[src/rtl/lrsr_pkg.sv]
// Package for the LED status ring renderer: beat types, codes, constants
// and small per-LED helper functions. No dependencies.
`timescale 1ns / 1ps
`default_nettype none

package lrsr_pkg;

  localparam int unsigned RING_LEDS     = 12;
  localparam logic [31:0] FLASH_TIME_MS = 32'd600;
  localparam logic [3:0]  LAST_LED      = 4'd11;

  localparam logic [23:0] RGB_BLACK     = 24'h000000;
  localparam logic [23:0] RGB_HOUR      = 24'hFF0000;
  localparam logic [23:0] RGB_MINUTE    = 24'h008000;
  localparam logic [23:0] RGB_SHARED    = 24'hFFFF00;

  localparam logic [7:0]  RST_BRIGHTNESS = 8'd40;

  localparam logic CMD_TICK = 1'b0;
  localparam logic CMD_WAKE = 1'b1;

  localparam logic [1:0] CAUSE_NONE   = 2'd0;
  localparam logic [1:0] CAUSE_MOTION = 2'd1;
  localparam logic [1:0] CAUSE_TIMER  = 2'd2;
  localparam logic [1:0] CAUSE_RADIO  = 2'd3;

  localparam logic [3:0] REG_BRIGHTNESS = 4'd0;
  localparam logic [3:0] REG_ALARM_RGB  = 4'd1;
  localparam logic [3:0] REG_ALARM_ON   = 4'd2;
  localparam logic [3:0] REG_ALARM_OFF  = 4'd3;
  localparam logic [3:0] REG_GRACE_RGB  = 4'd4;
  localparam logic [3:0] REG_MOTION_RGB = 4'd5;
  localparam logic [3:0] REG_TIMER_RGB  = 4'd6;
  localparam logic [3:0] REG_RADIO_RGB  = 4'd7;

  typedef enum logic [2:0] {
    ST_IDLE,
    ST_DECIDE,
    ST_DIVIDE,
    ST_SOLID,
    ST_EMIT
  } state_t;

  typedef enum logic [1:0] {
    FR_SOLID,
    FR_BAR,
    FR_CLOCK
  } frame_kind_t;

  typedef struct packed {
    logic        cmd;
    logic [31:0] now_ms;
    logic [1:0]  wake_cause;
    logic        unpaired;
    logic        enforcing;
    logic        cond_ok;
    logic        grace_open;
    logic        burst_on;
    logic [31:0] output_since;
    logic [7:0]  grace_progress;
    logic [4:0]  hour_of_day;
    logic [5:0]  minute_of_hour;
  } in_item_t;

  typedef struct packed {
    logic [3:0] led_index;
    logic [7:0] red;
    logic [7:0] green;
    logic [7:0] blue;
    logic [7:0] brightness;
    logic       last_led;
  } out_item_t;

  typedef struct packed {
    logic [3:0]  index;
    logic [23:0] data;
  } cfg_write_t;

  typedef struct packed {
    logic [7:0]  global_brightness;
    logic [23:0] alarm_color;
    logic [15:0] alarm_on_time;
    logic [15:0] alarm_off_time;
    logic [23:0] grace_color;
    logic [23:0] motion_color;
    logic [23:0] timer_color;
    logic [23:0] radio_color;
  } cfg_regs_t;

  typedef struct packed {
    logic        start;
    logic [31:0] dividend;
    logic [16:0] divisor;
  } div_req_t;

  typedef struct packed {
    logic        done;
    logic [16:0] rem;
  } div_rsp_t;

  // Nonzero channel c becomes (c*48 >> 8) + 1, i.e. (c*3 >> 4) + 1.
  function automatic logic [23:0] scale_video(input logic [23:0] c);
    logic [23:0] r;
    logic [9:0]  p;
    for (int k = 0; k < 3; k++) begin
      p = {2'b00, c[k*8 +: 8]} * 10'd3;
      r[k*8 +: 8] = (c[k*8 +: 8] == 8'd0) ? 8'd0 : (8'(p >> 4) + 8'd1);
    end
    return r;
  endfunction

  // LED of the hour hand: 11 - hour % 12.
  function automatic logic [3:0] hour_led(input logic [4:0] hour);
    logic [4:0] h;
    if (hour >= 5'd24) begin
      h = hour - 5'd24;
    end else if (hour >= 5'd12) begin
      h = hour - 5'd12;
    end else begin
      h = hour;
    end
    return LAST_LED - h[3:0];
  endfunction

  // LED of the minute hand: 11 - min(minute / 5, 11); minute/5 = minute*13 >> 6 here.
  function automatic logic [3:0] minute_led(input logic [5:0] minute);
    logic [9:0] p;
    logic [3:0] b;
    p = {4'b0000, minute} * 10'd13;
    b = p[9:6];
    if (b > LAST_LED) begin
      b = LAST_LED;
    end
    return LAST_LED - b;
  endfunction

  // Bar length 1 + progress*11/255; x/255 = (x + (x >> 8) + 1) >> 8 for this range.
  function automatic logic [3:0] bar_lit(input logic [7:0] prog);
    logic [11:0] prod;
    logic [11:0] sum;
    prod = {4'b0000, prog} * 12'd11;
    sum  = prod + (prod >> 8) + 12'd1;
    return sum[11:8] + 4'd1;
  endfunction

endpackage

`default_nettype wire

[src/rtl/lrsr_if.sv]
// Handshake interfaces for the renderer's input, result and config channels.
// Depends on lrsr_pkg for the beat types.
`timescale 1ns / 1ps
`default_nettype none

interface lrsr_in_if;
  logic               valid;
  logic               ready;
  lrsr_pkg::in_item_t payload;
  modport source (output valid, output payload, input ready);
  modport sink   (input valid, input payload, output ready);
endinterface

interface lrsr_out_if;
  logic                valid;
  logic                ready;
  lrsr_pkg::out_item_t payload;
  modport source (output valid, output payload, input ready);
  modport sink   (input valid, input payload, output ready);
endinterface

interface lrsr_cfg_if;
  logic                 valid;
  logic                 ready;
  lrsr_pkg::cfg_write_t payload;
  modport source (output valid, output payload, input ready);
  modport sink   (input valid, input payload, output ready);
endinterface

`default_nettype wire

[src/rtl/lrsr_mod_unit.sv]
// Serial remainder unit: one quotient bit per cycle.
// Depends on lrsr_pkg for the request and response structs.
`timescale 1ns / 1ps
`default_nettype none

module lrsr_mod_unit (
  input  logic               clk,
  input  logic               rst_n,
  input  lrsr_pkg::div_req_t req,
  output lrsr_pkg::div_rsp_t rsp
);

  logic        busy_r, busy_nxt;
  logic        done_r, done_nxt;
  logic [5:0]  cnt_r, cnt_nxt;
  logic [31:0] dvd_r, dvd_nxt;
  logic [16:0] div_r, div_nxt;
  logic [16:0] rem_r, rem_nxt;
  logic [17:0] trial;
  logic [17:0] diff;

  assign trial = {rem_r, dvd_r[31]};
  assign diff  = trial - {1'b0, div_r};

  always_comb begin
    busy_nxt = busy_r;
    done_nxt = 1'b0;
    cnt_nxt  = cnt_r;
    dvd_nxt  = dvd_r;
    div_nxt  = div_r;
    rem_nxt  = rem_r;
    if (req.start) begin
      busy_nxt = 1'b1;
      cnt_nxt  = 6'd32;
      dvd_nxt  = req.dividend;
      div_nxt  = req.divisor;
      rem_nxt  = '0;
    end else if (busy_r) begin
      // restoring step: keep the difference when the trial fits
      rem_nxt = (trial >= {1'b0, div_r}) ? diff[16:0] : trial[16:0];
      dvd_nxt = {dvd_r[30:0], 1'b0};
      cnt_nxt = cnt_r - 6'd1;
      if (cnt_r == 6'd1) begin
        busy_nxt = 1'b0;
        done_nxt = 1'b1;
      end
    end
  end

  always_ff @(posedge clk) begin
    if (!rst_n) begin
      busy_r <= 1'b0;
      done_r <= 1'b0;
      cnt_r  <= '0;
    end else begin
      busy_r <= busy_nxt;
      done_r <= done_nxt;
      cnt_r  <= cnt_nxt;
    end
    dvd_r <= dvd_nxt;
    div_r <= div_nxt;
    rem_r <= rem_nxt;
  end

  assign rsp.done = done_r;
  assign rsp.rem  = rem_r;

endmodule

`default_nettype wire

[src/rtl/lrsr_seq.sv]
// Sequencer: display priority, flash and dedup state, frame generation.
// Depends on lrsr_pkg; drives the remainder unit through div_req_t.
`timescale 1ns / 1ps
`default_nettype none

module lrsr_seq (
  input  logic                clk,
  input  logic                rst_n,
  input  logic                in_valid,
  input  lrsr_pkg::in_item_t  in_item,
  output logic                in_ready,
  input  lrsr_pkg::cfg_regs_t cfg,
  input  logic                cfg_wr,
  output lrsr_pkg::div_req_t  div_req,
  input  lrsr_pkg::div_rsp_t  div_rsp,
  output logic                beat_valid,
  output lrsr_pkg::out_item_t beat,
  input  logic                beat_take
);

  lrsr_pkg::state_t      state_r, state_nxt;
  lrsr_pkg::in_item_t    item_r, item_nxt;
  lrsr_pkg::frame_kind_t kind_r, kind_nxt;
  logic [1:0]  flash_cause_r, flash_cause_nxt;
  logic [31:0] flash_start_r, flash_start_nxt;
  logic [5:0]  shown_minute_r, shown_minute_nxt;
  logic        shown_valid_r, shown_valid_nxt;
  logic        clock_dirty_r, clock_dirty_nxt;
  logic [23:0] cached_color_r, cached_color_nxt;
  logic [7:0]  cached_bright_r, cached_bright_nxt;
  logic        solid_valid_r, solid_valid_nxt;
  logic [3:0]  cached_bar_r, cached_bar_nxt;
  logic        bar_valid_r, bar_valid_nxt;
  logic [23:0] color_r, color_nxt;
  logic [3:0]  lit_r, lit_nxt;
  logic [3:0]  hp_r, hp_nxt;
  logic [3:0]  mp_r, mp_nxt;
  logic [3:0]  led_r, led_nxt;

  logic [31:0] flash_age;
  logic [1:0]  flash_eff;
  logic [3:0]  lit_now;
  logic [23:0] flash_rgb;
  logic [23:0] led_rgb;

  assign flash_age = item_r.now_ms - flash_start_r;
  assign flash_eff = (flash_cause_r != lrsr_pkg::CAUSE_NONE &&
                      flash_age >= lrsr_pkg::FLASH_TIME_MS) ? lrsr_pkg::CAUSE_NONE
                                                            : flash_cause_r;
  assign lit_now   = lrsr_pkg::bar_lit(item_r.grace_progress);

  always_comb begin
    case (flash_eff)
      lrsr_pkg::CAUSE_MOTION: flash_rgb = cfg.motion_color;
      lrsr_pkg::CAUSE_TIMER:  flash_rgb = cfg.timer_color;
      default:                flash_rgb = cfg.radio_color;
    endcase
  end

  always_comb begin
    state_nxt         = state_r;
    item_nxt          = item_r;
    kind_nxt          = kind_r;
    flash_cause_nxt   = flash_cause_r;
    flash_start_nxt   = flash_start_r;
    shown_minute_nxt  = shown_minute_r;
    shown_valid_nxt   = shown_valid_r;
    clock_dirty_nxt   = clock_dirty_r;
    cached_color_nxt  = cached_color_r;
    cached_bright_nxt = cached_bright_r;
    solid_valid_nxt   = solid_valid_r;
    cached_bar_nxt    = cached_bar_r;
    bar_valid_nxt     = bar_valid_r;
    color_nxt         = color_r;
    lit_nxt           = lit_r;
    hp_nxt            = hp_r;
    mp_nxt            = mp_r;
    led_nxt           = led_r;
    in_ready          = 1'b0;
    beat_valid        = 1'b0;
    div_req.start     = 1'b0;
    div_req.dividend  = item_r.now_ms - item_r.output_since;
    div_req.divisor   = {1'b0, cfg.alarm_on_time} + {1'b0, cfg.alarm_off_time};

    case (state_r)
      lrsr_pkg::ST_IDLE: begin
        in_ready = 1'b1;
        if (in_valid) begin
          if (in_item.cmd == lrsr_pkg::CMD_WAKE) begin
            if (in_item.wake_cause != lrsr_pkg::CAUSE_NONE) begin
              flash_cause_nxt = in_item.wake_cause;
              flash_start_nxt = in_item.now_ms;
            end
          end else begin
            item_nxt  = in_item;
            state_nxt = lrsr_pkg::ST_DECIDE;
          end
        end
      end

      lrsr_pkg::ST_DECIDE: begin
        flash_cause_nxt = flash_eff;
        clock_dirty_nxt = 1'b1;
        if (item_r.unpaired) begin
          color_nxt = lrsr_pkg::RGB_BLACK;
          state_nxt = lrsr_pkg::ST_SOLID;
        end else if (item_r.enforcing && !item_r.cond_ok) begin
          if (!item_r.burst_on) begin
            color_nxt = lrsr_pkg::scale_video(cfg.alarm_color);
            state_nxt = lrsr_pkg::ST_SOLID;
          end else if (cfg.alarm_on_time != 16'd0 && cfg.alarm_off_time != 16'd0) begin
            div_req.start = 1'b1;
            state_nxt     = lrsr_pkg::ST_DIVIDE;
          end else begin
            color_nxt = cfg.alarm_color;
            state_nxt = lrsr_pkg::ST_SOLID;
          end
        end else if (item_r.enforcing && item_r.grace_open) begin
          if (bar_valid_r && cached_bar_r == lit_now &&
              cached_color_r == cfg.grace_color &&
              cached_bright_r == cfg.global_brightness) begin
            state_nxt = lrsr_pkg::ST_IDLE;
          end else begin
            cached_bar_nxt    = lit_now;
            bar_valid_nxt     = 1'b1;
            cached_color_nxt  = cfg.grace_color;
            cached_bright_nxt = cfg.global_brightness;
            solid_valid_nxt   = 1'b0;
            kind_nxt          = lrsr_pkg::FR_BAR;
            color_nxt         = cfg.grace_color;
            lit_nxt           = lit_now;
            led_nxt           = '0;
            state_nxt         = lrsr_pkg::ST_EMIT;
          end
        end else if (flash_eff != lrsr_pkg::CAUSE_NONE) begin
          color_nxt = flash_rgb;
          state_nxt = lrsr_pkg::ST_SOLID;
        end else if (item_r.enforcing) begin
          state_nxt = lrsr_pkg::ST_IDLE;
        end else if (clock_dirty_r || !shown_valid_r ||
                     item_r.minute_of_hour != shown_minute_r) begin
          clock_dirty_nxt  = 1'b0;
          shown_minute_nxt = item_r.minute_of_hour;
          shown_valid_nxt  = 1'b1;
          solid_valid_nxt  = 1'b0;
          bar_valid_nxt    = 1'b0;
          kind_nxt         = lrsr_pkg::FR_CLOCK;
          hp_nxt           = lrsr_pkg::hour_led(item_r.hour_of_day);
          mp_nxt           = lrsr_pkg::minute_led(item_r.minute_of_hour);
          led_nxt          = '0;
          state_nxt        = lrsr_pkg::ST_EMIT;
        end else begin
          clock_dirty_nxt = clock_dirty_r;
          state_nxt       = lrsr_pkg::ST_IDLE;
        end
      end

      lrsr_pkg::ST_DIVIDE: begin
        if (div_rsp.done) begin
          // dark once the blink phase reaches the on time
          color_nxt = (div_rsp.rem >= {1'b0, cfg.alarm_on_time}) ? lrsr_pkg::RGB_BLACK
                                                                 : cfg.alarm_color;
          state_nxt = lrsr_pkg::ST_SOLID;
        end
      end

      lrsr_pkg::ST_SOLID: begin
        if (solid_valid_r && cached_color_r == color_r &&
            cached_bright_r == cfg.global_brightness) begin
          state_nxt = lrsr_pkg::ST_IDLE;
        end else begin
          cached_color_nxt  = color_r;
          cached_bright_nxt = cfg.global_brightness;
          solid_valid_nxt   = 1'b1;
          bar_valid_nxt     = 1'b0;
          kind_nxt          = lrsr_pkg::FR_SOLID;
          led_nxt           = '0;
          state_nxt         = lrsr_pkg::ST_EMIT;
        end
      end

      lrsr_pkg::ST_EMIT: begin
        beat_valid = 1'b1;
        if (beat_take) begin
          led_nxt = led_r + 4'd1;
          if (led_r == lrsr_pkg::LAST_LED) begin
            state_nxt = lrsr_pkg::ST_IDLE;
          end
        end
      end

      default: begin
        state_nxt = lrsr_pkg::ST_IDLE;
      end
    endcase

    if (cfg_wr) begin
      solid_valid_nxt = 1'b0;
    end
  end

  // colour of the LED currently on the output side
  always_comb begin
    case (kind_r)
      lrsr_pkg::FR_SOLID: led_rgb = color_r;
      lrsr_pkg::FR_BAR: begin
        led_rgb = (led_r >= 4'(lrsr_pkg::RING_LEDS) - lit_r) ? color_r
                                                             : lrsr_pkg::RGB_BLACK;
      end
      lrsr_pkg::FR_CLOCK: begin
        if (led_r == hp_r && led_r == mp_r) begin
          led_rgb = lrsr_pkg::RGB_SHARED;
        end else if (led_r == hp_r) begin
          led_rgb = lrsr_pkg::RGB_HOUR;
        end else if (led_r == mp_r) begin
          led_rgb = lrsr_pkg::RGB_MINUTE;
        end else begin
          led_rgb = lrsr_pkg::RGB_BLACK;
        end
      end
      default: led_rgb = lrsr_pkg::RGB_BLACK;
    endcase
  end

  assign beat.led_index  = led_r;
  assign beat.red        = led_rgb[23:16];
  assign beat.green      = led_rgb[15:8];
  assign beat.blue       = led_rgb[7:0];
  assign beat.brightness = cfg.global_brightness;
  assign beat.last_led   = (led_r == lrsr_pkg::LAST_LED);

  always_ff @(posedge clk) begin
    if (!rst_n) begin
      state_r         <= lrsr_pkg::ST_IDLE;
      flash_cause_r   <= lrsr_pkg::CAUSE_NONE;
      flash_start_r   <= '0;
      shown_minute_r  <= '0;
      shown_valid_r   <= 1'b0;
      clock_dirty_r   <= 1'b1;
      cached_color_r  <= lrsr_pkg::RGB_BLACK;
      cached_bright_r <= lrsr_pkg::RST_BRIGHTNESS;
      solid_valid_r   <= 1'b1;
      cached_bar_r    <= '0;
      bar_valid_r     <= 1'b0;
      led_r           <= '0;
    end else begin
      state_r         <= state_nxt;
      flash_cause_r   <= flash_cause_nxt;
      flash_start_r   <= flash_start_nxt;
      shown_minute_r  <= shown_minute_nxt;
      shown_valid_r   <= shown_valid_nxt;
      clock_dirty_r   <= clock_dirty_nxt;
      cached_color_r  <= cached_color_nxt;
      cached_bright_r <= cached_bright_nxt;
      solid_valid_r   <= solid_valid_nxt;
      cached_bar_r    <= cached_bar_nxt;
      bar_valid_r     <= bar_valid_nxt;
      led_r           <= led_nxt;
    end
    item_r  <= item_nxt;
    kind_r  <= kind_nxt;
    color_r <= color_nxt;
    lit_r   <= lit_nxt;
    hp_r    <= hp_nxt;
    mp_r    <= mp_nxt;
  end

endmodule

`default_nettype wire

[src/rtl/led_ring_status_renderer.sv]
// LED status ring renderer, top level: config registers, output register,
// sequencer and remainder unit. Depends on lrsr_pkg, lrsr_if.sv,
// lrsr_mod_unit and lrsr_seq.
//
// A wake note is taken and produces no beat. A status tick is taken, the
// display is picked, while the alarm blinks the serial remainder unit works
// out the blink phase, one bit of the 32-bit elapsed time per cycle, and a
// solid colour is checked against the solid-colour cache; a repaint then
// sends 12 LED beats, index 0 to 11, one per cycle while the sink takes
// them. in_if.ready stays low from a tick until the sequencer is idle again,
// for a repaint until its last beat sits in the output register; sink stalls
// keep it low longer. Config writes are always taken.
`timescale 1ns / 1ps
`default_nettype none

module led_ring_status_renderer (
  input  logic       clk,
  input  logic       rst_n,
  lrsr_in_if.sink    in_if,
  lrsr_out_if.source out_if,
  lrsr_cfg_if.sink   cfg_if
);

  lrsr_pkg::cfg_regs_t cfg_r, cfg_nxt;
  logic                cfg_wr;
  lrsr_pkg::div_req_t  div_req;
  lrsr_pkg::div_rsp_t  div_rsp;
  logic                beat_valid;
  logic                beat_take;
  lrsr_pkg::out_item_t beat;
  logic                out_valid_r, out_valid_nxt;
  lrsr_pkg::out_item_t out_item_r, out_item_nxt;

  assign cfg_if.ready = 1'b1;
  assign cfg_wr = cfg_if.valid &&
                  (cfg_if.payload.index inside {[lrsr_pkg::REG_BRIGHTNESS:
                                                 lrsr_pkg::REG_RADIO_RGB]});

  always_comb begin
    cfg_nxt = cfg_r;
    if (cfg_if.valid) begin
      case (cfg_if.payload.index)
        lrsr_pkg::REG_BRIGHTNESS: cfg_nxt.global_brightness = cfg_if.payload.data[7:0];
        lrsr_pkg::REG_ALARM_RGB:  cfg_nxt.alarm_color       = cfg_if.payload.data;
        lrsr_pkg::REG_ALARM_ON:   cfg_nxt.alarm_on_time     = cfg_if.payload.data[15:0];
        lrsr_pkg::REG_ALARM_OFF:  cfg_nxt.alarm_off_time    = cfg_if.payload.data[15:0];
        lrsr_pkg::REG_GRACE_RGB:  cfg_nxt.grace_color       = cfg_if.payload.data;
        lrsr_pkg::REG_MOTION_RGB: cfg_nxt.motion_color      = cfg_if.payload.data;
        lrsr_pkg::REG_TIMER_RGB:  cfg_nxt.timer_color       = cfg_if.payload.data;
        lrsr_pkg::REG_RADIO_RGB:  cfg_nxt.radio_color       = cfg_if.payload.data;
        default:                  cfg_nxt = cfg_r;
      endcase
    end
  end

  always_ff @(posedge clk) begin
    if (!rst_n) begin
      cfg_r.global_brightness <= lrsr_pkg::RST_BRIGHTNESS;
      cfg_r.alarm_color       <= 24'hFF0000;
      cfg_r.alarm_on_time     <= 16'd250;
      cfg_r.alarm_off_time    <= 16'd250;
      cfg_r.grace_color       <= 24'hFFC800;
      cfg_r.motion_color      <= 24'h00FF00;
      cfg_r.timer_color       <= 24'h00B4FF;
      cfg_r.radio_color       <= 24'hFFFFFF;
    end else begin
      cfg_r <= cfg_nxt;
    end
  end

  lrsr_mod_unit u_mod (
    .clk   (clk),
    .rst_n (rst_n),
    .req   (div_req),
    .rsp   (div_rsp)
  );

  lrsr_seq u_seq (
    .clk        (clk),
    .rst_n      (rst_n),
    .in_valid   (in_if.valid),
    .in_item    (in_if.payload),
    .in_ready   (in_if.ready),
    .cfg        (cfg_r),
    .cfg_wr     (cfg_wr),
    .div_req    (div_req),
    .div_rsp    (div_rsp),
    .beat_valid (beat_valid),
    .beat       (beat),
    .beat_take  (beat_take)
  );

  // output register: load when empty or when the held beat leaves
  assign beat_take = !out_valid_r || out_if.ready;

  always_comb begin
    out_valid_nxt = out_valid_r;
    out_item_nxt  = out_item_r;
    if (beat_valid && beat_take) begin
      out_valid_nxt = 1'b1;
      out_item_nxt  = beat;
    end else if (out_if.ready) begin
      out_valid_nxt = 1'b0;
    end
  end

  always_ff @(posedge clk) begin
    if (!rst_n) begin
      out_valid_r <= 1'b0;
    end else begin
      out_valid_r <= out_valid_nxt;
    end
    out_item_r <= out_item_nxt;
  end

  assign out_if.valid   = out_valid_r;
  assign out_if.payload = out_item_r;

endmodule

`default_nettype wire

[src/flat_wrapper.sv]
// flat-port wrapper written by rule: the top's interface ports become plain ports
module led_ring_status_renderer_flat 
  (clk, rst_n, in_if_valid, in_if_payload, in_if_ready, out_if_valid, out_if_payload, out_if_ready, cfg_if_valid, cfg_if_payload, cfg_if_ready);
  lrsr_in_if in_if_i ();
  lrsr_out_if out_if_i ();
  lrsr_cfg_if cfg_if_i ();
  input  logic clk;
  input  logic rst_n;
  input wire logic [$bits(in_if_i.valid)-1:0] in_if_valid;
  input wire logic [$bits(in_if_i.payload)-1:0] in_if_payload;
  output wire logic [$bits(in_if_i.ready)-1:0] in_if_ready;
  output wire logic [$bits(out_if_i.valid)-1:0] out_if_valid;
  output wire logic [$bits(out_if_i.payload)-1:0] out_if_payload;
  input wire logic [$bits(out_if_i.ready)-1:0] out_if_ready;
  input wire logic [$bits(cfg_if_i.valid)-1:0] cfg_if_valid;
  input wire logic [$bits(cfg_if_i.payload)-1:0] cfg_if_payload;
  output wire logic [$bits(cfg_if_i.ready)-1:0] cfg_if_ready;
  assign in_if_i.valid = in_if_valid;
  assign in_if_i.payload = in_if_payload;
  assign in_if_ready = in_if_i.ready;
  assign out_if_valid = out_if_i.valid;
  assign out_if_payload = out_if_i.payload;
  assign out_if_i.ready = out_if_ready;
  assign cfg_if_i.valid = cfg_if_valid;
  assign cfg_if_i.payload = cfg_if_payload;
  assign cfg_if_ready = cfg_if_i.ready;
  led_ring_status_renderer u_core (.clk(clk), .rst_n(rst_n), .in_if(in_if_i), .out_if(out_if_i), .cfg_if(cfg_if_i));
endmodule
[config.mk]
export PLATFORM = sky130hd
export DESIGN_NAME = led_ring_status_renderer_flat
export DESIGN_NICKNAME = d
export VERILOG_FILES = /design/src/rtl/lrsr_pkg.sv /design/src/rtl/lrsr_if.sv /design/src/rtl/lrsr_mod_unit.sv /design/src/rtl/lrsr_seq.sv /design/src/rtl/led_ring_status_renderer.sv /design/src/flat_wrapper.sv
export SDC_FILE = /design/constraint.sdc
export NUM_CORES = 1
export LEC_CHECK = 0
export ABC_AREA = 0
export BUFFER_PORTS_ARGS = -buffer_cell sky130_fd_sc_hd__buf_2
export CORE_ASPECT_RATIO = 0.8
export CORE_UTILIZATION = 35
export CTS_BUF_LIST = sky130_fd_sc_hd__clkbuf_4 sky130_fd_sc_hd__clkbuf_8 sky130_fd_sc_hd__clkbuf_16
export DETAILED_ROUTE_END_ITERATION = 12
export GPL_TIMING_DRIVEN = 0
export PLACE_DENSITY = 0.51
export SLEW_MARGIN = 20
export SYNTH_ARGS = -nofsm -noshare
export SYNTH_HDL_FRONTEND = slang
export SYNTH_SLANG_ARGS = --single-unit
export TNS_END_PERCENT = 1
[constraint.sdc]
create_clock -name clk -period 14.1 [get_ports clk]
set_clock_uncertainty 0.15 [all_clocks]
set_input_delay 0.705 -clock clk [delete_from_list [all_inputs] [get_ports clk]]
set_output_delay 0.705 -clock clk [all_outputs]
set_load 0.01 [all_outputs]
# [Word level (Yosys, flattened, before mapping)]
# Cells that the tools add are included.
[op_classes] n_reduce_logical=60 n_mul=5 n_mux=126 order_cmp=9 n_bitwise=9 n_eq_ne=50 addsub=17
[op_table] cell="$mux W24" count=16
[op_table] cell="$pmux W24 S2" count=3
[op_table] cell="$mux W4" count=26
[op_table] cell="$pmux W24 S3" count=1
[op_table] cell="$mux W32" count=2
[op_table] cell="$sub A32 B32 Y32" count=2
[op_table] cell="$eq A24 B24 Y1" count=2
[op_table] cell="$mux W8" count=5
[op_table] cell="$mux W3" count=13
[op_table] cell="$mux W1" count=34
[op_table] cell="$ge A32 B10 Y1 const B" count=1
[op_table] cell="$reduce_bool A16 Y1" count=2
[op_table] cell="$mul A8 B2 Y10 const B" count=3
[op_table] cell="$logic_not A8 Y1" count=3
[op_table] cell="$mux W2" count=12
[op_table] cell="$add A6 B1 Y7 const B" count=3
[op_table] cell="$mux W7" count=3
[op_table] cell="$ge A18 B17 Y1" count=1
[op_table] cell="$ne A2 B2 Y1 const B" count=9
[op_table] cell="$reduce_and A2 Y1" count=9
[op_table] cell="$add A16 B16 Y17" count=1
[op_table] cell="$ge A17 B16 Y1" count=1
[op_table] cell="$mux W17" count=1
[op_table] cell="$sub A17 B17 Y17" count=1
[op_table] cell="58 further kinds" count=122
[totals] inputBits=124 elab_cells=325 output_inout_bits=40 register_bits=485

# [Depth between registers and ports, before layout]
[logic_depth] depth_word=14 mapped_depth=29 mapped_depth_nobuf=27

# [By module]
# Synthesis repeated with hierarchy kept, for this count alone.
[hier_totals] hier_cells=3022 hier_area_um2=29030.3
[modules_own_cells] mod="lrsr_seq" area_per_inst_um2=17855.9 cells_per_inst=2021 seq_area_each_um2=5525.3 instances=1
[modules_own_cells] mod="led_ring_status_renderer" area_per_inst_um2=7377.1 cells_per_inst=671 seq_area_each_um2=4334.2 instances=1
[modules_own_cells] mod="lrsr_mod_unit" area_per_inst_um2=3797.4 cells_per_inst=330 seq_area_each_um2=1971.9 instances=1

# [Worst setup path before layout]
# Ideal clock, no wire load.
[synth_timing] path_type="input-to-reg" from="input port in_if_payload[90]" to="register u_core.u_seq.item_r[0] (netlist bit) (enable)" path_buffers=0 setup_slack_ps=4041 arrival_ps=9158 path_stages=2 setup_ps=751 required_ps=13199 path_cell_list="nand2b_1 nor4_1"
[synth_via] elab_chain_cells=2
[synth_lines] item="start, declared" line_no="flat_wrapper.sv:10" rtl="input wire logic [$bits(in_if_i.payload)-1:0] in_if_payload;"
[synth_lines] item="$not A1 Y1 (no source line)"
[synth_lines] item="$reduce_and A3 Y1 (no source line)"
[synth_lines] item="end signal, assigned" line_no="lrsr_seq.sv:260" rtl="item_r <= item_nxt;"
[synth_lines] item="end, declared" line_no="lrsr_seq.sv:22" rtl="lrsr_pkg::in_item_t item_r, item_nxt;"
# No other way between the ends.
# A chain may end at the register's enable or synchronous reset.

# [Final worst setup path]
[layout_timing] from="register u_core.u_seq.item_r[58] (netlist bit)" to="register u_core.u_seq.color_r[17], data pin"
[layout_via] elab_chain_cells=11 word_cells_on_any_way=12 cone_classes="add/sub: 1; order compare: 1; eq/ne: 2; mux: 7; reduce/logical: 1"
[layout_lines] item="$sub A32 B32 Y32 *" line_no="lrsr_seq.sv:46" rtl="assign flash_age = item_r.now_ms - flash_start_r;"
[layout_lines] item="$ge A32 B10 Y1 *" line_no="lrsr_seq.sv:48" rtl="flash_age >= lrsr_pkg::FLASH_TIME_MS) ? lrsr_pkg::CAUSE_NONE"
[layout_lines] item="$logic_and A1 B1 Y1 *" line_no="lrsr_seq.sv:47" rtl="assign flash_eff = (flash_cause_r != lrsr_pkg::CAUSE_NONE &&"
[layout_lines] item="$mux W2 *" line_no="lrsr_seq.sv:48"
[layout_lines] item="$eq A2 B2 Y1 or $eq A2 B1 Y1 (tied branches)" line_no="lrsr_seq.sv:53" rtl="case (flash_eff)"
[layout_lines] item="$pmux W24 S2 *" line_no="lrsr_seq.sv:53"
[layout_lines] item="$mux W24 *" line_no="lrsr_seq.sv:135" rtl="end else if (flash_eff != lrsr_pkg::CAUSE_NONE) begin"
[layout_lines] item="$mux W24 *" line_no="lrsr_seq.sv:118" rtl="end else if (item_r.enforcing && item_r.grace_open) begin"
[layout_lines] item="$mux W24 *" line_no="lrsr_seq.sv:107" rtl="end else if (item_r.enforcing && !item_r.cond_ok) begin"
[layout_lines] item="$mux W24 *" line_no="lrsr_seq.sv:104" rtl="if (item_r.unpaired) begin"
[layout_lines] item="$pmux W24 S2 *" line_no="lrsr_seq.sv:85" rtl="case (state_r)"
[layout_lines] item="net u_core.u_seq.color_nxt[17]" line_no="lrsr_seq.sv:34" rtl="logic [23:0] color_r, color_nxt;"
[layout_lines] item="end signal, assigned" line_no="lrsr_seq.sv:262" rtl="color_r <= color_nxt;"
[layout_lines] item="end, declared" line_no="lrsr_seq.sv:34"
# Mark *: on every way through the listed nets, which the timed path passes. The rest lies on a longest branch. The select of a mux whose other input is x is not followed.

==> results.md <==
- Status: completed
- Clock Sinks: around 490
- Level count of the clock H-tree: 2
- WL/cell: 20.3 um
- Startpoint Class: flop
- Final setup fails: 0
- Yosys top cell area share: 22.8%
- Drt first pass iters: 6
- Post-CTS Setup Repair Bufs: 0
- Die Wd: 317 um
- Worst Setup End Kind: flop
- Crit-path max FO: 10
- Sequential power share: a little under two fifths
- Worst-Margin Slew: 1.19 ns
- Initial antenna violation count: 9
- Cts repair resizes: 0
- Yosys reg bits: 485
- Hold_buf cts: 0
- DP HPWL: 70.0 mm
- Slew headroom: a little over a fifth
- Critical path required time: about 14 ns
- Initial DRC count: 2101
- Initial Util: between 30% and 40%
- Syn nets: ~3500
- Netlist Area Pre-Place: ~0.028 mm2
- Final core utilization: 40.7%
- Vias in the first global route: 21500
- Pwr dens: 143 mW/mm2
- Setup CP Type: reg -> reg
- Area leader, netlist: edfxtp_1
- CP delay by family, top: compound AO/OA/AOI/OAI gates
- Pin count of the biggest net entering global routing: 30
- Fmax: 134 MHz
- Row Count: 92
- Maximum vdd ir drop: a little over 0.00009 V
- DRC viols: 0
- Fin worst setup slack: about 6.7 ns
- CTS Buffer Depth: 3
- CP cell instances: inv_1, ha_1, fa_1, nor2b_1, o211ai_1, a31oi_1, o211ai_1, a311oi_1, xnor2_1, nor4_1, nand4_1, a2111oi_2, and3_1, nand2_1, ha_1, clkbuf_1, clkbuf_1, buf_1, nor2_1, a211oi_1, a211oi_1, o32ai_1
- Antenna violation net count after detailed routing: 0
- GPL Wtd Cong: 0.914
- TritonCTS clock tree: built
- Gr usage total: between 20 and 25%
- Yosys Warn Count: 0
- Switching part of the total: 33.3%
- Die span in y: 254 um
- Layout fillers: around 8100
- Leading register cell type out of synthesis: dfxtp_1
- Mapped Cells: roughly 3100
- RSZ-0062 raised after global routing: false
- Clk pwr share: between 30% and 40%
- Combinational share of power: 28.8%
- Overflow after GRT: 0
- Min cycle time layout: 7.45 ns
- Nets: about 3700
- Distinct cells, synth: 86
- Area growth, synth to finish: 15.1%
- Final Slew Violations: 0
- P_int: a little over 3000 uW
- Synth top area cells: edfxtp_1 (23%), dfxtp_1 (20%), ha_1 (8.7%)
- Final WL: 90.4 mm
- Die area: about 0.081 mm2
- Vias post-DR: 23600
- Clk slew on worst S/H paths: 0.07 ns
- Number of max-cap violations: 0
- Critical Path Max Stage Delay: between 0.7 and 0.8 ns
- Final hold violation count: 0
- Crit path buffers/inverters: 4
- Sequential area share after synthesis: 42.5%
- Total I/O pin count: 164
- Core area: 0.0787 mm2
- Switching power: 1530 uW
- HP Class: in -> reg
- Ys async rst share: 0%
- Total CTS buffers: 54
- Share of cells above drive strength 1: 9.30%
- Global-route wire length before repair: 135 mm
- Slowest CP cell: a2111oi_2
- Root buf cell: clkbuf_16
- Post-synthesis area per instance: 8.88 um2
- Final period utilization: 52.8%
- Crit path arrival time: 7.63 ns
- Clk_lat worst skew: 0.62 ns
- Post-synth EDFFs: 212
- IO buf count: 151
- Pleak: 0.0130 uW
- Post-place setup slack: 6.68 ns
- Via/cell ratio: 5.31
==> path summary, 6_finish.rpt <==
check	startpoint	end	slack [ns]	depth (start not counted)
setup reg to reg	u_core.u_seq.item_r[58]	u_core.u_seq.color_r[17]	6.65	22
hold reg to reg	u_core.u_seq.flash_start_r[28]	u_core.u_seq.flash_start_r[28]	0.31	2
hold / removal	in_if_payload[34]	u_core.u_seq.item_r[34]	0.10	1
setup / recovery	u_core.u_seq.item_r[58]	u_core.u_seq.color_r[17]	6.65	22
==> state kept, by name (all words and copies together) (netlist names), 8 cells and up <==
signal,flops
u_core.u_seq.cached_bright_r,8
u_core.u_mod.rem_r,17
u_core.cfg_r,160
u_core.u_seq.color_r,24
u_core.out_if.payload,37
u_core.u_mod.div_r,17
u_core.u_seq.flash_start_r,32
u_core.u_seq.item_r,88
u_core.u_seq.cached_color_r,24
u_core.u_mod.dvd_r,32
==> metal layers <==
layer | vias to the layer above | GRT usage (%) | share of wire [%]
met5 | - | 0 | 0.12
met4 | 10 | 5.09 | 1.8
met3 | 99 | 5.23 | 8.6
met2 | 784 | 29.6 | 38
met1 | 11100 | 33.9 | 51
li1 | 11600 | - | -
==> stage by stage <==
stage	hold WS [ns]	area (um2)	instances	setup TNS, ns	total power (uW)
after floorplan	0.282	27900	3139	0	2670
after global placement	0.295	29900	4324	-200.11	3070
after detailed placement	0.299	30100	4343	0	3060
after CTS	0.0587	32100	4444	0	4630
after global routing	0.0661	32100	4446	0	4860
final	0.103	32100	4448	0	4600
==> final cells by class <==
cell class / instances / area [um2] / area share (%)
well taps: 1034 / 1290 / 4.04
flip-flops and latches: 485 / 11800 / 36.9
clock inverters: 25 / 335 / 1.05
repair buffers: 170 / 925 / 2.88
clock buffers: 76 / 1600 / 5.00
diodes: 4 / 10.0 / 0.0312
multi-input cells: 2287 / 14700 / 45.8
plain buffers: 154 / 594 / 1.85
inverters: 213 / 800 / 2.49
==> synthesized netlist by cell type (6+ instances only) <==
cell type    n
a2111oi_0    6
a211o_1      7
a211oi_1    41
a21boi_0     9
a21o_1      55
a21oi_1    263
a221oi_1     8
a22oi_1     26
a31o_2      10
a31oi_1     27
and2_1      23
and3_1      30
and4_1       7
clkbuf_1   146
dfxtp_1    273
edfxtp_1   212
fa_1        11
ha_1       193
inv_1      212
mux2i_1     49
nand2_1    512
nand2b_1    29
nand3_1     99
nand3b_1     7
nand4_1     23
nor2_1     182
nor2b_1     29
nor3_1      41
nor4_1      33
o211ai_1    26
o21a_1      23
o21ai_0    167
o21bai_1    16
o221ai_1     8
o311a_1     25
o31a_1       8
o31ai_1      9
or2_2       14
or3_1       13
or3b_1       6
xnor2_1    105
xor2_1      60
==> power groups by stage <==
stage / registers (uW) / logic (uW) / clock network [uW]
final: 1720 / 1330 / 1550
after global routing: 1740 / 1480 / 1630
after CTS: 1720 / 1320 / 1590
after global placement: 1770 / 1290 / 0
after detailed placement: 1750 / 1310 / 0
after floorplan: 1720 / 950 / 0
==> logic make-up (layout without fill, tap and decap cells) <==
logic type	after synthesis	count (layout)	synth area share, %
multiplexers	51	51	1.84
buffers and inverters	367	638	4.99
AO/OA/AOI/OAI	799	799	18.5
flip-flops	485	485	42.5
other	1	5	0.0135
XOR/XNOR	167	167	5.35
adder cells (fa/ha/maj)	207	207	9.57
AND/OR/NAND/NOR	1062	1062	17.3
==> cell usage in the layout (no fill, tap or decap), drive strengths merged, types with 33 or more instances in the layout <==
cell type and instances:
inv 215, dfxtp 273, a21oi 263, nand3 99, mux2i 49, a21o 55
xor2 60, clkbuf 222, nor3 41, nand2 512, nor4 33, o21ai 167
a211oi 42, xnor2 105, edfxtp 212, buf 178, nor2 182, ha 193
(Power assumes the default switching activity.)
